## config.mk

```make
export PLATFORM = sky130hd
export DESIGN_NAME = sbus_frame_decoder_top
export DESIGN_NICKNAME = d
export VERILOG_FILES = /design/src/design/sfd_pkg.sv /design/src/design/sbus_frame_decoder_top.sv /design/src/design/sfd_front.sv /design/src/design/sfd_queue.sv /design/src/design/sfd_unpack.sv
export SDC_FILE = /design/constraint.sdc
export NUM_CORES = 1
export LEC_CHECK = 0
export ABC_CLOCK_PERIOD_IN_PS = 16100
export BUFFER_PORTS_ARGS = -buffer_cell sky130_fd_sc_hd__buf_2
export CAP_MARGIN = 20
export CORE_ASPECT_RATIO = 0.9
export CORE_MARGIN = 3
export CORE_UTILIZATION = 60
export CTS_CLUSTER_DIAMETER = 150
export DETAILED_ROUTE_END_ITERATION = 6
export PLACE_DENSITY = 0.74
export SLEW_MARGIN = 20
export SYNTH_ARGS = -nofsm -noshare
export SYNTH_HDL_FRONTEND = slang
export SYNTH_SLANG_ARGS = --single-unit
```

## constraint.sdc

```tcl
create_clock -name clk -period 16.1 [get_ports clk]
set_input_delay 3.22 -clock clk [delete_from_list [all_inputs] [get_ports clk]]
set_output_delay 3.22 -clock clk [all_outputs]
set_load 0.1 [all_outputs]
```

## src/design/sfd_pkg.sv

```systemverilog
package sfd_pkg;

    // Frame layout
    localparam logic [7:0] HEADER_BYTE   = 8'h0F;
    localparam int         POS_W         = 5;
    localparam logic [POS_W-1:0] POS_HUNT     = 5'd0;
    localparam logic [POS_W-1:0] POS_FIRST    = 5'd1;
    localparam logic [POS_W-1:0] POS_LAST     = 5'd24;   // 25th byte of a frame
    localparam int         PAYLOAD_BYTES = 22;
    localparam int         PAYLOAD_IDX_W = $clog2(PAYLOAD_BYTES);
    localparam int         PAYLOAD_W     = 8 * PAYLOAD_BYTES;

    // Channel unpacking
    localparam int         CH_BITS       = 11;
    localparam int         CHANNELS      = 16;
    localparam int         CH_IDX_W      = $clog2(CHANNELS);
    localparam logic [CH_IDX_W-1:0] CH_IDX_LAST = CH_IDX_W'(CHANNELS - 1);

    // Frame queue between front and back
    localparam int         QUEUE_DEPTH   = 2;
    localparam int         QUEUE_PTR_W   = $clog2(QUEUE_DEPTH);
    localparam int         QUEUE_CNT_W   = $clog2(QUEUE_DEPTH + 1);

    typedef logic [PAYLOAD_W-1:0] payload_t;

    // Queue status seen by both sides
    typedef struct packed {
        logic not_empty;
        logic full;
    } queue_status_t;

endpackage

```

## src/design/sbus_frame_decoder_top.sv

```systemverilog
// SBUS 16-channel frame decoder. Takes one received byte per accepted word
// on in_valid/in_ready and hunts for the 0x0F header, dropping other bytes.
// After a header it counts 24 more bytes; on the 25th the 22 payload bytes
// go into a two-frame queue and the block returns to hunting. The back end
// drains each queued frame as sixteen 11-bit channel words, LSB first,
// channel 0 first, with last_channel set on channel 15. Input runs at one
// byte per cycle; in_ready drops only while both queue slots hold frames.
// Output gives one channel per cycle while out_ready holds, sixteen per
// frame; an idle back end first loads the queued frame before its channels.
module sbus_frame_decoder_top (
    input  logic        clk,
    input  logic        rst_n,
    input  logic        in_valid,
    output logic        in_ready,
    input  logic [7:0]  rx_byte,
    output logic        out_valid,
    input  logic        out_ready,
    output logic [3:0]  channel_index,
    output logic [10:0] channel_value,
    output logic        last_channel
);
    import sfd_pkg::*;

    queue_status_t q_status;
    logic          q_push;
    logic          q_pop;
    payload_t      push_data;
    payload_t      pop_data;

    sfd_front u_front (
        .clk       (clk),
        .rst_n     (rst_n),
        .in_valid  (in_valid),
        .in_ready  (in_ready),
        .rx_byte   (rx_byte),
        .q_status  (q_status),
        .push      (q_push),
        .push_data (push_data)
    );

    sfd_queue u_queue (
        .clk       (clk),
        .rst_n     (rst_n),
        .push      (q_push),
        .push_data (push_data),
        .pop       (q_pop),
        .pop_data  (pop_data),
        .status    (q_status)
    );

    sfd_unpack u_unpack (
        .clk           (clk),
        .rst_n         (rst_n),
        .q_status      (q_status),
        .pop_data      (pop_data),
        .pop           (q_pop),
        .out_valid     (out_valid),
        .out_ready     (out_ready),
        .channel_index (channel_index),
        .channel_value (channel_value),
        .last_channel  (last_channel)
    );

    // A finished frame never meets a full queue
    a_no_overflow: assert property (@(posedge clk) disable iff (!rst_n)
        !(q_push && q_status.full))
        else $error("frame pushed into full queue");

    // The last flag marks channel 15 only
    a_last_index: assert property (@(posedge clk) disable iff (!rst_n)
        out_valid |-> (last_channel == (channel_index == CH_IDX_LAST)))
        else $error("last_channel does not match channel_index");

    // Within a frame the next channel follows right away
    a_next_channel: assert property (@(posedge clk) disable iff (!rst_n)
        (out_valid && out_ready && !last_channel)
        |=> (out_valid && channel_index == $past(channel_index) + 4'd1))
        else $error("channel sequence broken inside a frame");

    // Input is not ready while the queue is full
    a_ready_full: assert property (@(posedge clk) disable iff (!rst_n)
        q_status.full |-> !in_ready)
        else $error("input ready while queue full");

endmodule

```

## src/design/sfd_front.sv

```systemverilog
module sfd_front (
    input  logic              clk,
    input  logic              rst_n,
    input  logic              in_valid,
    output logic              in_ready,
    input  logic [7:0]        rx_byte,
    input  sfd_pkg::queue_status_t q_status,
    output logic              push,
    output sfd_pkg::payload_t push_data
);
    import sfd_pkg::*;

    logic [POS_W-1:0] pos_reg, pos_next;
    logic [7:0]       byte_reg [PAYLOAD_BYTES];
    logic             accept;
    logic [POS_W-1:0] wr_pos;
    logic             store;

    // Take a word whenever the queue has room for a finished frame
    assign in_ready = !q_status.full;
    assign accept   = in_valid && in_ready;

    // Byte position: 0 hunts for the header, 1..24 count frame bytes
    always_comb
    begin
        pos_next = pos_reg;
        if (accept)
        begin
            if (pos_reg == POS_HUNT)
                pos_next = (rx_byte == HEADER_BYTE) ? POS_FIRST : POS_HUNT;
            else if (pos_reg == POS_LAST)
                pos_next = POS_HUNT;
            else
                pos_next = pos_reg + POS_FIRST;
        end
    end

    always_ff @(posedge clk or negedge rst_n)
    begin
        if (!rst_n)
            pos_reg <= POS_HUNT;
        else
            pos_reg <= pos_next;
    end

    // Payload bytes only; flag and footer are not needed downstream
    assign wr_pos = pos_reg - POS_FIRST;
    assign store  = accept && (pos_reg != POS_HUNT)
                    && (pos_reg <= POS_W'(PAYLOAD_BYTES));

    always_ff @(posedge clk)
    begin
        if (store)
            byte_reg[wr_pos[PAYLOAD_IDX_W-1:0]] <= rx_byte;
    end

    // Frame complete on the 25th byte
    assign push = accept && (pos_reg == POS_LAST);

    always_comb
    begin
        for (int i = 0; i < PAYLOAD_BYTES; i++)
            push_data[8*i +: 8] = byte_reg[i];
    end

endmodule

```

## src/design/sfd_queue.sv

```systemverilog
module sfd_queue (
    input  logic              clk,
    input  logic              rst_n,
    input  logic              push,
    input  sfd_pkg::payload_t push_data,
    input  logic              pop,
    output sfd_pkg::payload_t pop_data,
    output sfd_pkg::queue_status_t status
);
    import sfd_pkg::*;

    payload_t               slot_reg [QUEUE_DEPTH];
    logic [QUEUE_PTR_W-1:0] wr_ptr_reg, wr_ptr_next;
    logic [QUEUE_PTR_W-1:0] rd_ptr_reg, rd_ptr_next;
    logic [QUEUE_CNT_W-1:0] cnt_reg, cnt_next;
    logic                   do_push, do_pop;

    assign status.not_empty = (cnt_reg != '0);
    assign status.full      = (cnt_reg == QUEUE_CNT_W'(QUEUE_DEPTH));
    assign do_push          = push && !status.full;
    assign do_pop           = pop && status.not_empty;
    assign pop_data         = slot_reg[rd_ptr_reg];

    // Pointer wrap and occupancy count
    always_comb
    begin
        wr_ptr_next = wr_ptr_reg;
        rd_ptr_next = rd_ptr_reg;
        cnt_next    = cnt_reg;
        if (do_push)
            wr_ptr_next = (wr_ptr_reg == QUEUE_PTR_W'(QUEUE_DEPTH - 1))
                          ? '0 : wr_ptr_reg + 1'b1;
        if (do_pop)
            rd_ptr_next = (rd_ptr_reg == QUEUE_PTR_W'(QUEUE_DEPTH - 1))
                          ? '0 : rd_ptr_reg + 1'b1;
        if (do_push && !do_pop)
            cnt_next = cnt_reg + 1'b1;
        else if (do_pop && !do_push)
            cnt_next = cnt_reg - 1'b1;
    end

    always_ff @(posedge clk or negedge rst_n)
    begin
        if (!rst_n)
        begin
            wr_ptr_reg <= '0;
            rd_ptr_reg <= '0;
            cnt_reg    <= '0;
        end
        else
        begin
            wr_ptr_reg <= wr_ptr_next;
            rd_ptr_reg <= rd_ptr_next;
            cnt_reg    <= cnt_next;
        end
    end

    always_ff @(posedge clk)
    begin
        if (do_push)
            slot_reg[wr_ptr_reg] <= push_data;
    end

endmodule

```

## src/design/sfd_unpack.sv

```systemverilog
module sfd_unpack (
    input  logic              clk,
    input  logic              rst_n,
    input  sfd_pkg::queue_status_t q_status,
    input  sfd_pkg::payload_t pop_data,
    output logic              pop,
    output logic              out_valid,
    input  logic              out_ready,
    output logic [sfd_pkg::CH_IDX_W-1:0] channel_index,
    output logic [sfd_pkg::CH_BITS-1:0]  channel_value,
    output logic              last_channel
);
    import sfd_pkg::*;

    logic                busy_reg, busy_next;
    logic [CH_IDX_W-1:0] cnt_reg, cnt_next;
    payload_t            frame_reg;
    logic                out_valid_reg, out_valid_next;
    logic [CH_IDX_W-1:0] index_reg;
    logic [CH_BITS-1:0]  value_reg;
    logic                last_reg;
    logic                load;
    logic                finish;

    // Move one channel into the output register when it is free
    assign load   = busy_reg && (!out_valid_reg || out_ready);
    assign finish = load && (cnt_reg == CH_IDX_LAST);
    assign pop    = q_status.not_empty && (!busy_reg || finish);

    always_comb
    begin
        busy_next      = busy_reg;
        cnt_next       = cnt_reg;
        out_valid_next = out_valid_reg;
        if (load)
        begin
            out_valid_next = 1'b1;
            cnt_next       = cnt_reg + 1'b1;
        end
        else if (out_ready)
            out_valid_next = 1'b0;
        if (finish)
            busy_next = 1'b0;
        if (pop)
        begin
            busy_next = 1'b1;
            cnt_next  = '0;
        end
    end

    always_ff @(posedge clk or negedge rst_n)
    begin
        if (!rst_n)
        begin
            busy_reg      <= 1'b0;
            cnt_reg       <= '0;
            out_valid_reg <= 1'b0;
        end
        else
        begin
            busy_reg      <= busy_next;
            cnt_reg       <= cnt_next;
            out_valid_reg <= out_valid_next;
        end
    end

    // Frame shifts down one channel per load, LSB first
    always_ff @(posedge clk)
    begin
        if (pop)
            frame_reg <= pop_data;
        else if (load)
            frame_reg <= frame_reg >> CH_BITS;
        if (load)
        begin
            index_reg <= cnt_reg;
            value_reg <= frame_reg[CH_BITS-1:0];
            last_reg  <= (cnt_reg == CH_IDX_LAST);
        end
    end

    assign out_valid     = out_valid_reg;
    assign channel_index = index_reg;
    assign channel_value = value_reg;
    assign last_channel  = last_reg;

endmodule
```

-- Yosys cells after proc, flatten, opt, wreduce, memory -nomap -nowiden
Memory sizes are Yosys's and may differ from the RTL's.
Index checks and enable logic that the tools add are counted.
- $add $sub $neg: 7
- reductions and logical operators: 25
- multiplexer cells: 19
- equal/unequal tests: 4
- order comparisons: 1
- operator list (kind ; count):
    2-to-1 mux 176 bit ; 2
    logical AND 1 bit ; 11
    2-to-1 mux 1 bit ; 11
    2-to-1 mux 5 bit ; 2
    nonzero test 2 bit ; 5
    equality test 8 x 4 -> 1 bit (second input constant) ; 1
    2-to-1 mux 4 bit ; 2
    adder 5 x 1 -> 5 bit (second input constant) ; 1
    equality test 5 bit (second input constant) ; 1
    <= comparator 5 bit (second input constant) ; 1
    zero test 1 bit ; 5
    zero test 5 bit ; 1
    nonzero test 5 bit ; 1
    subtractor 5 x 1 -> 5 bit (second input constant) ; 1
    adder 4 x 1 -> 4 bit (second input constant) ; 1
    equality test 4 bit (second input constant) ; 1
    2-to-1 mux 2 bit ; 2
    adder 1 bit (second input constant) ; 2
    adder 2 x 1 -> 2 bit (second input constant) ; 1
    equality test 2 bit (second input constant) ; 1
    logical OR 1 bit ; 2
    subtractor 2 x 1 -> 2 bit (second input constant) ; 1
- register bits after elaboration: 207
- memories: 2
- output and inout bits: 18
- memory bits (writable): 528
- memory list (memory ; words ; width ; read ports ; clocked after memory_dff ; wr ports ; line ; source):
    u_queue.slot_reg ; 2 ; 176 ; 1 ; 0 ; 1 ; sfd_queue.sv:12 ; payload_t slot_reg [QUEUE_DEPTH];
    u_front.byte_reg ; 22 ; 8 ; 22 ; 0 ; 1 ; sfd_front.sv:14 ; logic [7:0] byte_reg [PAYLOAD_BYTES];

-- Longest topological paths before layout
- word-level depth: 10
- depth in mapped cells: 10

-- Hierarchy
From an unflattened synthesis, not the netlist that was laid out.
- cells, all modules: 1272
- area, all modules: 28199.5 µm²
- by module, submodules not included (module ; cells each ; instances ; area an instance (µm²)):
    sfd_queue ; 567 ; 1 ; 13437.9
    sfd_unpack ; 428 ; 1 ; 8758.4
    sfd_front ; 277 ; 1 ; 6003.3

-- Worst setup path before layout
Ideal clock, no wire load.
- kind: input to register
- start: input port in_valid
- end: memory u_queue.slot_reg[0][0] (netlist name) (enable)
- cell stages on the path: 3
- data arrival time: 11.491 ns
- data required time: 15.364 ns
- buffers on the path: 0
- path slack: 3.873 ns
- path through: nand2_1 > nor4b_4 > nor2b_1
- longest elaborated chain between the ends: 5
- RTL lines (item ; line ; source):
    start, declared ; sbus_frame_decoder_top.sv:13 ; input logic in_valid,
    logical AND 1 bit ; sfd_front.sv:21 ; assign accept = in_valid && in_ready;
    logical AND 1 bit ; sfd_front.sv:58 ; assign push = accept && (pos_reg == POS_LAST);
    logical AND 1 bit ; sfd_queue.sv:20 ; assign do_push = push && !status.full;
    named net u_queue.do_push ; sfd_queue.sv:16 ; logic do_push, do_pop;
    2-to-1 mux 1 bit ; sfd_queue.sv:60 ; if (do_push)
    2-to-1 mux 1 bit (implied by the code) ; sfd_queue.sv:61 ; slot_reg[wr_ptr_reg] <= push_data;
    end, declared ; sfd_queue.sv:12 ;
The timed path passes the listed nets, and every way through them passes these cells.

-- Worst setup path in the final report
- start: input port in_valid
- end: memory u_queue.slot_reg[0][83] (netlist name) (enable)
The elaborated chain is that of the path after synthesis.

==> impl_metrics.tcl <==
set metrics [dict create \
    syn_inst 1441 \
    io_pins 30 \
    drtIter0Drc 1342 \
    post_drt_via_cell_ratio 5.84 \
    ant_nets 0 \
    clock_latency_ns 0.59 \
    drt-met1-wl_um 20500 \
    cp-endpoint "u_queue.slot_reg[0][83]" \
    syn_nets 1461 \
    synth_area_leader_cell "edfxtp_1" \
    synthToLayoutAreaGrowth_pct 10.7 \
    grt-ovfl-total 0 \
    final_max_slew_viol_count 0 \
    nFillCells 2651 \
    diodes 0 \
    synth_cell_types 40 \
    hold_class "reg -> reg" \
    wl_per_cell_um 22.4 \
    grt_pass1_vias 12000 \
    ys_top_cells_by_area "edfxtp_1 82%, mux2i_1 6.8%, a21oi_1 3.2%" \
    outcome "finished clean" \
    rr_endpoint "u_unpack.frame_reg[25]" \
    p_leak_nw 10.3 \
    skew_ns 0.0263 \
    via_count 12200 \
    worstRegToRegCells 6 \
    dp_hpwl_um 24600 \
    p_comb_share_pct 13.3 \
    met3_length_um 3270 \
    cts_buffer_depth 3 \
    reg2reg_slack_ns 12.50 \
    initial_core_util_pct 61.2 \
    setup_viol 0 \
    worstPathRequired_ns 16.30 \
    ctsHtreeMaxLevel 3 \
    io_buffers 29 \
    avgSynthCellArea_um2 18.4 \
    cts-root-buf "clkbuf_16" \
    wl_um 46900 \
    numClockSinks 735 \
    max_freq_mhz 180 \
    power.internal_mw 3.44 \
    multi_input_area_um2 4050 \
    ys_ff_latch 735 \
    grt_max_degree 247 \
    rsz0062_at_grt "no" \
    clk_pin_slew_ns 0.06 \
    setup.worst_path.start "in_valid" \
    p_switching_mw 1.16 \
    cts_buffers 69 \
    wl_met2_um 22300 \
    async_reset_ff_share_pct 2.04 \
    yosysMostFrequentCell "edfxtp_1" \
    critPathKind "in -> reg" \
    cts_tree "done" \
    grt_pass1_wl_um 71300 \
    p_seq_share_pct 51.6 \
    die_h_um 205 \
    cp-end-kind "flop" \
    die-area_um2 46700 \
    yosysWarnings 0 \
    largest_register_ffs 352 \
    seq_area_um2 22000 \
    tightest_slew_ns 1.13 \
    synth_area_um2 26500 \
    p_clk_share_pct 35.0 \
    r2r-start "u_unpack.cnt_reg[0]" \
    hold_viol_final 0 \
    yosys.area.top_type_share_pct 81.7 \
    cp_max_fo 72 \
    swShare_pct 25.2 \
    slew_headroom_pct 24.4 \
    synth_edf_count 720 \
    top_layer "met4" \
    period_share_pct 34.6 \
    nNetsFinal 1511 \
    post_cts_buffers 0 \
    cap_violations 0 \
    synthFlopType "edfxtp_1" \
    start_kind "input pin" \
    gp_congestion 0.779 \
    totalPowerFinal_mw 4.59 \
    antenna_found_initial 1 \
    crit_arrival_ns 5.77 \
    drtPass1Iterations 5 \
    drc 0 \
    coreArea_um2 43200 \
    die_w_um 227 \
    grt.total_usage_pct 20.7 \
    ir_drop_mv 0.0769 \
    synth_seq_area_share_pct 83.1 \
    cts_resized 0 \
    hold_buffers 0 \
    power_density_nw_per_um2 157 \
    finalSetupTns_ns 0 \
    synth_common_cells "720 x edfxtp_1, 201 x nor2_1, 179 x mux2i_1" \
    layout-drive-gt1-share_pct 10.0 \
    num_rows 72 \
    layout_min_cycle_time_ns 5.57 \
]
-- power by group through the flow --
stage / logic, mW / clock network [mW] / registers [mW]
after floorplan: 0.460 / 0 / 2.41
after global placement: 0.598 / 0 / 2.41
after detailed placement: 0.609 / 0 / 2.41
after CTS: 0.615 / 1.64 / 2.37
after global routing: 0.667 / 1.71 / 2.39
final: 0.612 / 1.61 / 2.37
-- kinds of logic after synthesis --
group           Yosys count  synth area share [%]
simple gates            254                  4.07
flops                   735                  83.1
buf+inv                  70                  1.72
compound gates          184                  3.59
xor+xnor                  9                 0.298
mux                     181                  6.85
fa+ha+maj                 8                 0.378
-- stage by stage --
step                instances  hold slack, ns  worst slack (ns)  utilization, %  area, um2
detailed placement       1975           0.407              9.92            62.5      27000
CTS                      2098           0.421             10.50            67.8      29300
global placement         1975           0.403              9.93            62.5      27000
floorplan                1441           0.400              3.87               -      26500
global route             2098           0.427             10.39            67.8      29300
finish                   2098           0.418             10.53            67.8      29300
-- critical path, stage by stage --
cell	delay, ns
buf_2	0.11
nand2_1	0.15
nor4b_4	0.41
nor2b_4	0.86
buf_4	0.91
-- placed cells by master, fill, tap and decap left out, types with 8 or more instances in the layout --
| cell | netlist | routed |
|---|---|---|
| a21oi_1 | 168 | 168 |
| buf_4 | 19 | 9 |
| clkbuf_1 | 6 | 12 |
| edfxtp_1 | 720 | 720 |
| clkinv_2 | 0 | 10 |
| clkinv_1 | 0 | 8 |
| mux2i_1 | 179 | 179 |
| xor2_1 | 8 | 8 |
| clkbuf_16 | 0 | 72 |
| nor2_1 | 201 | 201 |
| ha_1 | 8 | 8 |
| buf_2 | 26 | 29 |
| dfrtp_1 | 15 | 14 |
| nand2_1 | 13 | 12 |
-- layer usage --
| layer | vias up | global-route usage, % |
|---|---|---|
| li1 | 5597 | - |
| met1 | 6162 | 30.7 |
| met2 | 419 | 31.9 |
| met3 | 64 | 4.38 |
| met4 | 0 | 5.78 |
| met5 | - | 0 |
-- final cells by class --
cell class | instances | area share, %
flip-flops and latches | 735 | 75.1
multi-input cells | 636 | 13.8
clock buffers | 86 | 6.39
well taps | 555 | 2.37
clock inverters | 37 | 1.35
repair buffers | 42 | 0.909
inverters | 7 | 0.0896
-- how the worst min path moves through the flow --
stage | startpoint | endpoint | slack, ns | depth (start not counted)
after detailed placement | u_unpack.frame_reg[9] | u_unpack.channel_value[9] | 0.41 | 0
after global routing | u_unpack.frame_reg[7] | u_unpack.channel_value[7] | 0.43 | 0
after floorplan | u_unpack.frame_reg[0] | u_unpack.channel_value[0] | 0.40 | 0
final | u_unpack.frame_reg[9] | u_unpack.channel_value[9] | 0.42 | 0
after global placement | u_unpack.frame_reg[9] | u_unpack.channel_value[9] | 0.40 | 0
after CTS | u_unpack.frame_reg[9] | u_unpack.channel_value[9] | 0.42 | 0
Note: power is estimated with default switching activity, not from simulation.
